### config.mk
export PLATFORM = sky130hd
export DESIGN_NAME = shader_cache_entry_validator_unit
export DESIGN_NICKNAME = d
export VERILOG_FILES = /design/src/rtl/scev_pkg.sv /design/src/rtl/scev_fnv_hash.sv /design/src/rtl/scev_spirv_walk.sv /design/src/rtl/shader_cache_entry_validator_unit.sv
export SDC_FILE = /design/constraint.sdc
export NUM_CORES = 2
export LEC_CHECK = 0
export BUFFER_PORTS_ARGS = -buffer_cell sky130_fd_sc_hd__buf_2
export CORE_UTILIZATION = 55
export DETAILED_ROUTE_END_ITERATION = 8
export MAX_ROUTING_LAYER = met4
export PLACE_DENSITY = 0.85
export SETUP_SLACK_MARGIN = 0.15
export SLEW_MARGIN = 20
export SYNTH_ARGS = -nofsm -noshare
export SYNTH_HDL_FRONTEND = slang
export SYNTH_HIERARCHICAL = 1
export SYNTH_SLANG_ARGS = --single-unit
### constraint.sdc
create_clock -name clock -period 11.29 [get_ports clock]
set_input_delay 2.258 -clock clock [delete_from_list [all_inputs] [get_ports clock]]
set_output_delay 2.258 -clock clock [all_outputs]
set_load 0.02 [all_outputs]
### src/rtl/scev_pkg.sv
// Shared types, constants and the FNV-1a 64 step for the shader cache entry validator.
// Used by every module under rtl; depends on nothing.
package scev_pkg;

   localparam int unsigned HdrBytes = 40;
   localparam int unsigned MinWords = 5;

   localparam logic [31:0] HdrMagic   = 32'h3256_5053;
   localparam logic [31:0] HdrVersion = 32'd2;
   localparam logic [31:0] SpvMagic   = 32'h0723_0203;
   localparam logic [63:0] FnvBasis   = 64'hCBF2_9CE4_8422_2325;
   localparam logic [31:0] PosMax     = 32'hFFFF_FFFF;
   localparam logic [31:0] CountMax   = 32'hFFFF_FFFF;
   localparam logic [63:0] MaxBytesReset = 64'd67108864;

   // Configuration register indexes.
   localparam logic [1:0] CsrStageCode      = 2'd0;
   localparam logic [1:0] CsrContractLength = 2'd1;
   localparam logic [1:0] CsrSourceLength   = 2'd2;
   localparam logic [1:0] CsrMaxEntryBytes  = 2'd3;

   // Verdict codes; the first failing check wins, in this order.
   localparam logic [2:0] VerdictOk     = 3'd0;
   localparam logic [2:0] VerdictSize   = 3'd1;
   localparam logic [2:0] VerdictHeader = 3'd2;
   localparam logic [2:0] VerdictLength = 3'd3;
   localparam logic [2:0] VerdictHash   = 3'd4;
   localparam logic [2:0] VerdictPrefix = 3'd5;
   localparam logic [2:0] VerdictSpirv  = 3'd6;

   // Per-byte control that the top level hands to the hash and word units.
   typedef struct packed {
      logic       advance;   // the registered item is consumed this cycle
      logic       clear;     // it is the last byte of the file
      logic       payload;   // it lies in the payload
      logic       in_prefix; // it lies in the contract or source prefix
      logic [1:0] lane;      // byte lane within the current SPIR-V word
   } step_ctl_type;

   // SPIR-V walk result, valid for the state after the current byte.
   typedef struct packed {
      logic malformed;
      logic too_few_words;
      logic overrun;
   } walk_status_type;

   // One FNV-1a 64 step; the prime 2^40 + 0x1b3 turns into shifts and adds.
   function automatic logic [63:0] fnv_step(input logic [63:0] hash, input logic [7:0] data);
      logic [63:0] x;
      begin
         x = hash ^ {56'd0, data};
         fnv_step = (x << 40) + (x << 8) + (x << 7) + (x << 5) + (x << 4) + (x << 1) + x;
      end
   endfunction

endpackage

### src/rtl/scev_fnv_hash.sv
// FNV-1a 64 running hash over the payload bytes of one cache entry.
// Depends on scev_pkg for the control struct, the basis and the step function.
module scev_fnv_hash (
   input  logic                 clock,
   input  logic                 reset,
   input  scev_pkg::step_ctl_type ctl,
   input  logic [7:0]           data_byte,
   output logic [63:0]          hash_next
);
   import scev_pkg::*;

   logic [63:0] hash_ff;
   logic [63:0] hash_in;

   always_comb begin
      hash_next = ctl.payload ? fnv_step(hash_ff, data_byte) : hash_ff;
      hash_in   = ctl.clear ? FnvBasis : hash_next;
   end

   always_ff @(posedge clock) begin
      if (reset) begin
         hash_ff <= FnvBasis;
      end else if (ctl.advance) begin
         hash_ff <= hash_in;
      end
   end

endmodule

### src/rtl/scev_spirv_walk.sv
// Assembles little-endian SPIR-V words from the payload and walks the instruction lengths.
// Depends on scev_pkg for the control and status structs and the SPIR-V constants.
module scev_spirv_walk (
   input  logic                    clock,
   input  logic                    reset,
   input  scev_pkg::step_ctl_type  ctl,
   input  logic [7:0]              data_byte,
   output scev_pkg::walk_status_type status
);
   import scev_pkg::*;

   logic [23:0] asm_ff, asm_in;
   logic [31:0] word_idx_ff, word_idx_in;
   logic [31:0] next_instr_ff, next_instr_in;
   logic        malformed_ff, malformed_in;
   logic [31:0] word;
   logic [15:0] instr_len;

   always_comb begin
      word          = {data_byte, asm_ff};
      instr_len     = word[31:16];
      asm_in        = asm_ff;
      word_idx_in   = word_idx_ff;
      next_instr_in = next_instr_ff;
      malformed_in  = malformed_ff;
      if (ctl.payload && !ctl.in_prefix) begin
         case (ctl.lane)
            2'd0: asm_in[7:0]   = data_byte;
            2'd1: asm_in[15:8]  = data_byte;
            2'd2: asm_in[23:16] = data_byte;
            default: begin
               asm_in = '0;
               if ((word_idx_ff == 32'd0 && word != SpvMagic) ||
                   (word_idx_ff == 32'd3 && word == 32'd0) ||
                   (word_idx_ff == 32'd4 && word != 32'd0)) begin
                  malformed_in = 1'b1;
               end
               // Only the word that opens an instruction carries a length.
               if (!malformed_ff && word_idx_ff >= 32'(MinWords) &&
                   word_idx_ff == next_instr_ff) begin
                  if (instr_len == 16'd0) begin
                     malformed_in = 1'b1;
                  end else begin
                     next_instr_in = next_instr_ff + {16'd0, instr_len};
                  end
               end
               word_idx_in = word_idx_ff + 32'd1;
            end
         endcase
      end
      status.malformed     = malformed_in;
      status.too_few_words = word_idx_in < 32'(MinWords);
      status.overrun       = next_instr_in > word_idx_in;
   end

   always_ff @(posedge clock) begin
      if (reset) begin
         asm_ff        <= '0;
         word_idx_ff   <= '0;
         next_instr_ff <= 32'(MinWords);
         malformed_ff  <= 1'b0;
      end else if (ctl.advance) begin
         if (ctl.clear) begin
            asm_ff        <= '0;
            word_idx_ff   <= '0;
            next_instr_ff <= 32'(MinWords);
            malformed_ff  <= 1'b0;
         end else begin
            asm_ff        <= asm_in;
            word_idx_ff   <= word_idx_in;
            next_instr_ff <= next_instr_in;
            malformed_ff  <= malformed_in;
         end
      end
   end

endmodule

### src/rtl/shader_cache_entry_validator_unit.sv
// Shader cache entry validator: takes a cache entry file one byte per item and gives one
// verdict item when the byte marked last has been taken. The block sustains one byte per
// clock while no last byte is held: an accepted item sits in an input register and is consumed
// from there, where the hash, prefix, SPIR-V and header checks all finish; the verdict is
// registered as its last byte is consumed. The only stall comes from the result register: a
// last byte waits while a previous verdict has not been taken. No clearing pass follows reset.
module shader_cache_entry_validator_unit (
   input  logic        clock,
   input  logic        reset,
   // Input stream.
   input  logic        req_tvalid,
   output logic        req_tready,
   input  logic [15:0] req_tdata,  // [7:0] file_byte, [15:8] expected_byte
   input  logic        req_tlast,  // last_byte
   // Result stream.
   output logic        rsp_tvalid,
   input  logic        rsp_tready,
   output logic [39:0] rsp_tdata,  // [2:0] verdict_code, [34:3] rejected_total, [39:35] zero
   // Configuration writes.
   input  logic        csr_valid,
   output logic        csr_ready,
   input  logic [1:0]  csr_index,
   input  logic [31:0] csr_data
);
   import scev_pkg::*;

   // Configuration registers.
   logic [31:0] stage_code_ff;
   logic [23:0] contract_len_ff;
   logic [23:0] source_len_ff;
   logic [31:0] max_bytes_ff;

   // Input register.
   logic        in_valid_ff;
   logic [7:0]  in_file_ff;
   logic [7:0]  in_expect_ff;
   logic        in_last_ff;

   // Per-file state.
   logic [31:0] pos_ff;
   logic [HdrBytes-1:0][7:0] header_ff;
   logic [HdrBytes-1:0][7:0] header_in;
   logic        prefix_bad_ff, prefix_bad_in;
   logic [31:0] rejected_ff, rejected_in;

   // Result register.
   logic        rsp_valid_ff;
   logic [39:0] rsp_data_ff;

   logic            advance;
   step_ctl_type    ctl;
   logic [31:0]     offset;
   logic [24:0]     prefix_len;
   logic [63:0]     hash_next;
   walk_status_type walk;
   logic [31:0]     plen;
   logic [34:0]     len_sum;
   logic [31:0]     word_count;
   logic [2:0]      verdict;

   assign csr_ready  = 1'b1;
   assign advance    = in_valid_ff && (!in_last_ff || !rsp_valid_ff || rsp_tready);
   assign req_tready = !in_valid_ff || advance;
   assign rsp_tvalid = rsp_valid_ff;
   assign rsp_tdata  = rsp_data_ff;

   always_ff @(posedge clock) begin
      if (reset) begin
         stage_code_ff   <= '0;
         contract_len_ff <= '0;
         source_len_ff   <= '0;
         max_bytes_ff    <= MaxBytesReset[31:0];
      end else if (csr_valid) begin
         case (csr_index)
            CsrStageCode:      stage_code_ff   <= csr_data;
            CsrContractLength: contract_len_ff <= csr_data[23:0];
            CsrSourceLength:   source_len_ff   <= csr_data[23:0];
            CsrMaxEntryBytes:  max_bytes_ff    <= csr_data;
            default: ;
         endcase
      end
   end

   // Position decode for the registered byte.
   always_comb begin
      offset        = pos_ff - 32'(HdrBytes);
      prefix_len    = {1'b0, contract_len_ff} + {1'b0, source_len_ff};
      ctl.advance   = advance;
      ctl.clear     = in_last_ff;
      ctl.payload   = pos_ff >= 32'(HdrBytes) && pos_ff != PosMax;
      ctl.in_prefix = offset < {7'd0, prefix_len};
      ctl.lane      = offset[1:0] - prefix_len[1:0];
   end

   always_comb begin
      header_in = header_ff;
      if (pos_ff < 32'(HdrBytes)) begin
         header_in[pos_ff[5:0]] = in_file_ff;
      end
      prefix_bad_in = prefix_bad_ff ||
                      (ctl.payload && ctl.in_prefix && in_file_ff != in_expect_ff);
   end

   scev_fnv_hash u_hash (
      .clock     (clock),
      .reset     (reset),
      .ctl       (ctl),
      .data_byte (in_file_ff),
      .hash_next (hash_next)
   );

   scev_spirv_walk u_walk (
      .clock     (clock),
      .reset     (reset),
      .ctl       (ctl),
      .data_byte (in_file_ff),
      .status    (walk)
   );

   // Verdict on the state as it stands after the registered byte.
   always_comb begin
      word_count = header_in[23:20];
      plen       = pos_ff - 32'(HdrBytes - 1);
      len_sum    = 35'(contract_len_ff) + 35'(source_len_ff) + {1'b0, word_count, 2'b00};
      if (pos_ff < 32'(HdrBytes - 1) || pos_ff >= max_bytes_ff) begin
         verdict = VerdictSize;
      end else if (header_in[3:0] != HdrMagic || header_in[7:4] != HdrVersion ||
                   header_in[11:8] != stage_code_ff ||
                   header_in[15:12] != {8'd0, contract_len_ff} ||
                   header_in[19:16] != {8'd0, source_len_ff} ||
                   word_count < 32'(MinWords)) begin
         verdict = VerdictHeader;
      end else if (header_in[31:24] != {32'd0, plen} || len_sum != {3'd0, plen}) begin
         verdict = VerdictLength;
      end else if (header_in[39:32] != hash_next) begin
         verdict = VerdictHash;
      end else if (prefix_bad_in) begin
         verdict = VerdictPrefix;
      end else if (walk.malformed || walk.too_few_words || walk.overrun) begin
         verdict = VerdictSpirv;
      end else begin
         verdict = VerdictOk;
      end
      rejected_in = rejected_ff;
      if (verdict != VerdictOk && rejected_ff != CountMax) begin
         rejected_in = rejected_ff + 32'd1;
      end
   end

   always_ff @(posedge clock) begin
      if (reset) begin
         in_valid_ff <= 1'b0;
      end else if (req_tvalid && req_tready) begin
         in_valid_ff <= 1'b1;
      end else if (advance) begin
         in_valid_ff <= 1'b0;
      end
   end

   always_ff @(posedge clock) begin
      if (req_tvalid && req_tready) begin
         in_file_ff   <= req_tdata[7:0];
         in_expect_ff <= req_tdata[15:8];
         in_last_ff   <= req_tlast;
      end
   end

   always_ff @(posedge clock) begin
      if (advance) begin
         header_ff <= header_in;
      end
   end

   always_ff @(posedge clock) begin
      if (reset) begin
         pos_ff        <= '0;
         prefix_bad_ff <= 1'b0;
         rejected_ff   <= '0;
      end else if (advance) begin
         if (in_last_ff) begin
            pos_ff        <= '0;
            prefix_bad_ff <= 1'b0;
            rejected_ff   <= rejected_in;
         end else begin
            if (pos_ff != PosMax) begin
               pos_ff <= pos_ff + 32'd1;
            end
            prefix_bad_ff <= prefix_bad_in;
         end
      end
   end

   always_ff @(posedge clock) begin
      if (reset) begin
         rsp_valid_ff <= 1'b0;
      end else if (advance && in_last_ff) begin
         rsp_valid_ff <= 1'b1;
      end else if (rsp_tready) begin
         rsp_valid_ff <= 1'b0;
      end
   end

   always_ff @(posedge clock) begin
      if (advance && in_last_ff) begin
         rsp_data_ff <= {5'd0, rejected_in, verdict};
      end
   end

   a_result_from_last : assert property (@(posedge clock) disable iff (reset)
      $rose(rsp_valid_ff) |-> $past(advance && in_last_ff))
      else $error("result appeared without a last item being consumed");

   a_pos_restarts : assert property (@(posedge clock) disable iff (reset)
      advance && in_last_ff |=> pos_ff == 32'd0)
      else $error("byte position did not restart after a last item");

   a_rejects_monotonic : assert property (@(posedge clock) disable iff (reset)
      1'b1 |=> rejected_ff >= $past(rejected_ff))
      else $error("reject count went down");

   a_no_drop : assert property (@(posedge clock) disable iff (reset)
      rsp_valid_ff && !rsp_tready |=> rsp_valid_ff)
      else $error("pending result lost while stalled");

endmodule

---- Word level (Yosys, flattened, before mapping) ----
Cells that the tools add are included.
cells by class
  add/sub/neg operators ................... 16
  multipliers ............................. 0
  div/mod/pow operators ................... 0
  order comparisons ....................... 11
  equality and inequality tests ........... 23
  shifts and indexed selects .............. 0
  multiplexer cells ....................... 39
  bitwise gates (word level) .............. 1
  reductions and logical operators ........ 58
operators by type and width
  operator                                                               number
  64-bit adder                                                           6
  32-bit two-way mux                                                     11
  320-bit bitwise mux                                                    1
  320-bit two-way mux                                                    1
  64-bit two-way mux                                                     2
  32-bit by 1-bit adder with 32-bit output, second input constant        3
  32-bit logical NOT                                                     2
  32-bit by 3-bit < comparator with 1-bit output, second input constant  2
  32-bit by 6-bit < comparator with 1-bit output, second input constant  2
  32-bit by 24-bit != test with 1-bit output                             2
  32-bit != test, second input constant                                  2
  64-bit by 32-bit != test with 1-bit output                             1
  64-bit != test                                                         1
  32-bit by 6-bit subtractor with 32-bit output, second input constant   2
  64-bit by 8-bit bitwise XOR with 64-bit output                         1
  24-bit by 24-bit adder with 25-bit output                              2
  8-bit demux with 6-bit select                                          1
  24-bit two-way mux                                                     2
  8-bit one-hot mux with 2 select lines                                  3
  25-bit by 34-bit adder with 35-bit output                              1
  35-bit by 32-bit != test with 1-bit output                             1
  32-bit by 16-bit adder with 32-bit output                              1
  32-bit by 2-bit == test with 1-bit output, second input constant       1
  32-bit by 3-bit == test with 1-bit output, second input constant       1
  other kinds (32)                                                       96
word-level totals
  bits in registers ....................... 704
  bits in latches ......................... 0
  bits in writable memories ............... 0
  memory bits (read-only) ................. 0
  input port bits ......................... 56
  output and inout port bits .............. 43
  word-level logic and storage cells ...... 208
  memories kept ........................... 0

---- Logic depth before layout (Yosys ltp) ----
  word-level depth ........................ 20
  depth in mapped cells ................... 44
  depth with buffers taken out ............ 40

---- Modules after synthesis ----
Netlist, hierarchy kept.
by module, submodules not included
  module                             instances  cells an instance  area an instance (um2)  sequential area each (um2)
  shader_cache_entry_validator_unit  1          3,873              35,746.8                14,754.2
  scev_fnv_hash                      1          1,550              13,550.5                1,281.2
  scev_spirv_walk                    1          985                7,322.0                 1,781.7

---- Worst setup path after synthesis ----
Ideal clock, no wire load.
  path type ............................... input to register
  start point ............................. input rsp_tready
  end point ............................... register rejected_ff[14]
  library setup time ...................... 0.123 ns
  arrival time ............................ 12.006 ns
  data required time ...................... 11.167 ns
  setup slack ............................. -0.840 ns
  stages .................................. 10
  buffers on the path ..................... 1
  path through ............................ nor2b_1 nand2_1 nand2_1 inv_1 nand2_1 inv_2 nand2_1 clkbuf_1 nor4_1 mux2_1
on the way
  word-level cells in the longest chain between the ends .. 3
RTL lines
  element                        line                                      source
  from (decl)                    shader_cache_entry_validator_unit.sv:17   input logic rsp_tready,
  1-bit logical OR               shader_cache_entry_validator_unit.sv:62   assign advance = in_valid_ff && (!in_last_ff || !rsp_valid_ff || rsp_tready);
  1-bit logical AND              shader_cache_entry_validator_unit.sv:62
  net advance                    shader_cache_entry_validator_unit.sv:50   logic advance;
  2-bit AND reduction (no line)  n/a
  to (signal assigned)           shader_cache_entry_validator_unit.sv:183  rejected_ff <= rejected_in;
  to (decl)                      shader_cache_entry_validator_unit.sv:44   logic [31:0] rejected_ff, rejected_in;
The timed path passes the listed nets, and every way through them passes these cells.
A chain may end at the register's enable or synchronous reset.

==> summary.txt <==
Timing
  – Final worst slack: 1.03 ns
  – Slew @ Worst Pin: 1.21 ns
  – TNS Setup: 0 ns
  – # setup viols final: 0
  – Clk_skew: 0.0551 ns
  – Final hold vios: 0
  – Period utilisation layout: 90.8%
  – Minimum clock period: 10.26 ns
  – Slew HR: 18.9%
  – Max Fclk: 97.5 MHz
  – Max Transition Viols Final: 0
  – RSZ-0062 raised after global routing: no

Power
  – VDD IR max: 0.132 mV
  – Total Power: 0.00634 W
  – LEAKAGE: 24.9 nW
  – Power per cell area: 104 mW/mm^2

CTS
  – CTS root buf: clkbuf_16
  – Clock transition at path regs: 0.06 ns
  – Cts hold-fix bufs: 0
  – Sink Count: 704
  – CTS Buffer Depth: 3
  – Cts repair resizes: 0
  – Postcts setup bufs: 0
  – H-tree Lvls: 3
  – Clk_lat worst skew: 0.69 ns
  – CTS tree: built
  – TritonCTS Buffers: 80

Die
  – Die height: 323 um
  – Starting density of the core: 55.6%
  – Core area: 0.102 sq mm
  – Die outline width: 323 um
  – Die area: 0.104 sq mm
  – Top Ports: 99
  – Placement Rows: 117

Worst setup path
  – Setup crit end kind: flop
  – CP arrival: 10.68 ns
  – WP data required: 11.72 ns
  – Setup CP Type: flop to flop
  – Crit path largest cell delay: 0.48 ns
  – CP top delay family: simple AND/OR/NAND/NOR gates
  – CP max FO: 71
  – CP Buf/Inv Count: 3
  – CP Launch Type: flop
  – Slowest stage cell, crit path: or3_1

Detailed routing
  – DR DRC count: 0
  – Vias per inst: 6.48
  – Initial DRC Count: 6347
  – Drt wl/cell: 25.0 um
  – Antenna Nets Post-Route: 0
  – Post-Route WL: 194000 um
  – Via count: 50.3k
  – DRT Pass-1 Iters: 8

Global route
  – Antenna violations before repair: 2
  – GRT Overall Usage: 37.9%
  – Gr ovfl total: 0
  – Number of global-route vias before repair: 48.3k
  – Largest net degree at the start of global routing: 140
  – First-pass GRT wire length: 293000 um

Synthesis
  – Area contributors post-synth: edfxtp_1 (20%), dfxtp_1 (12%), fa_1 (9.6%), ha_1 (6.1%), nand2_1 (4.6%)
  – Ys flop type: edfxtp_1
  – Synth area leader: edfxtp_1
  – Ys Warns: 6
  – Simple-gate share of the synthesized area: 19.3%
  – Cell count after synthesis: 6408
  – Complex-gate fraction of the synthesized area: 14.2%
  – Cell variety after synth: 111
  – Syn Std Cell Area: 0.0566 sq mm
  – Xor-xnor portion of the synthesized cell area: 7.66%
  – EDFF count, synth: 372
  – Synthesized flop and latch total: 704
  – Synth async-reset ratio: 0%
  – Syn avg cell area: 8.84 sq um
  – Top-count cell post-synth: nand2_1
  – Largest family of logic cells by synthesized area: simple AND/OR/NAND/NOR gates
  – Yosys top cell area share: 19.7%
  – Adder-Cell Fraction of Synth Area: 15.7%
  – Post-synthesis sequential area ratio: 31.5%
  – Mux contribution to synthesized area: 4.87%
  – Post-synth top cells: nand2_1 (690), inv_1 (625), a21oi_1 (404)

Placement
  – Dpl ws: 1.30 ns
  – IO buf count: 92
  – DPL Wire Length: 145000 um
  – Final Wtd Congestion: 1.07
  – Placed cells: 7621

Flow run
  – Max-Cap Viols: 0

Finish
  – Share of cells above drive strength 1: 9.32%
  – Final Non-Filler Cells: 7774
  – Post-layout util: 59.8%
  – Multi-input gate area: 0.0350 sq mm
  – Fill cells: 8770
  – Area delta synth->final: 7.64%
  – FF+latch area: 0.0178 sq mm
  – Nets: 6937

Worst hold path
  – Worst hold path type: flop to flop

Status
  – Outcome: completed
final cells by class:
cell class                 count  share of cell area [%]
clock inverter                39                   0.612
sequential                   704                    29.2
inverter                     628                    3.87
clock buffer                 111                    3.83
antenna                        3                  0.0123
timing repair buffer         199                    2.13
multi-input combinational   4722                    57.5
tap                         1368                    2.81
kinds of logic after synthesis:
family / after synthesis
mux: 256
xor+xnor: 481
simple gates: 2167
compound gates: 1266
flops: 704
fa+ha+maj: 546
buf+inv: 986
other cells: 2
routing by layer:
| metal | vias up | wire [um] | GRT usage (%) |
|---|---|---|---|
| met2 | 3091 | 85800 | 57.1 |
| met3 | 639 | 21600 | 6.84 |
| met4 | 0 | 11700 | 19.4 |
| met5 | - | 0 | - |
| met1 | 24213 | 75000 | 48.9 |
| li1 | 22403 | - | - |
flip-flops by register name, summed over array words and instances, names as in the netlist, 8 cells and up:
| register | flops |
|---|---|
| contract_len_ff | 24 |
| header_ff | 320 |
| in_expect_ff | 8 |
| in_file_ff | 8 |
| max_bytes_ff | 32 |
| pos_ff | 32 |
| rejected_ff | 32 |
| rsp_tdata | 35 |
| source_len_ff | 24 |
| stage_code_ff | 32 |
| u_hash/hash_ff | 64 |
| u_walk/asm_ff | 24 |
| u_walk/next_instr_ff | 32 |
| u_walk/word_idx_ff | 32 |
report_power, final:
part | internal [W] | total, W | switching, W
combinational | 0.000306 | 0.000862 | 0.000556
sequential | 0.00274 | 0.00278 | 0.0000455
clock | 0.00151 | 0.00269 | 0.00118
worst register-to-register path, delay by kind of cell (launching register included):
family / cells / cell delay [ns]
simple gates: 14 / 3.76
compound gates: 15 / 3.06
fa+ha+maj: 4 / 1.30
buf+inv: 3 / 0.76
xor+xnor: 2 / 0.42
flops: 1 / 0.38
mux: 1 / 0.33
final timing paths:
path / end / from / slack, ns / cells after the start
worst min-delay path: max_bytes_ff[25]$_SDFFE_PP0P_ / max_bytes_ff[25]$_SDFFE_PP0P_ / 0.46 / 2
worst max register to register: rsp_tdata[4]$_DFFE_PP_ / contract_len_ff[0]$_SDFFE_PP0P_ / 1.03 / 39
worst max-delay path: rsp_tdata[4]$_DFFE_PP_ / contract_len_ff[0]$_SDFFE_PP0P_ / 1.03 / 39
worst min register to register: max_bytes_ff[25]$_SDFFE_PP0P_ / max_bytes_ff[25]$_SDFFE_PP0P_ / 0.46 / 2
through the flow:
stage	area, sq um	hold WS [ns]
after global placement	58200	0.440
final	60900	0.455
after CTS	60900	0.454
after detailed placement	58200	0.447
after floorplan	56600	0.432
after global routing	60900	0.468
placed cells by master, fill, tap and decap left out, types with 27 or more instances in the layout:
cell,instances
a211oi_1,27
a21o_1,95
a21oi_1,404
a31oi_1,44
and2_1,27
and3_1,51
buf_2,91
buf_4,105
clkbuf_16,82
dfxtp_1,332
edfxtp_1,372
fa_1,271
ha_1,275
inv_1,624
mux2_2,138
mux2i_1,102
nand2_1,690
nand2b_1,59
nand3_1,162
nand4_1,158
nor2_1,398
nor2b_1,67
nor3_1,142
nor4_1,142
o21ai_0,286
o22ai_1,43
o31ai_1,35
or2_2,32
or3_1,37
or4_1,39
xnor2_1,237
xor2_1,235
Power figures use the tool's default switching activity.
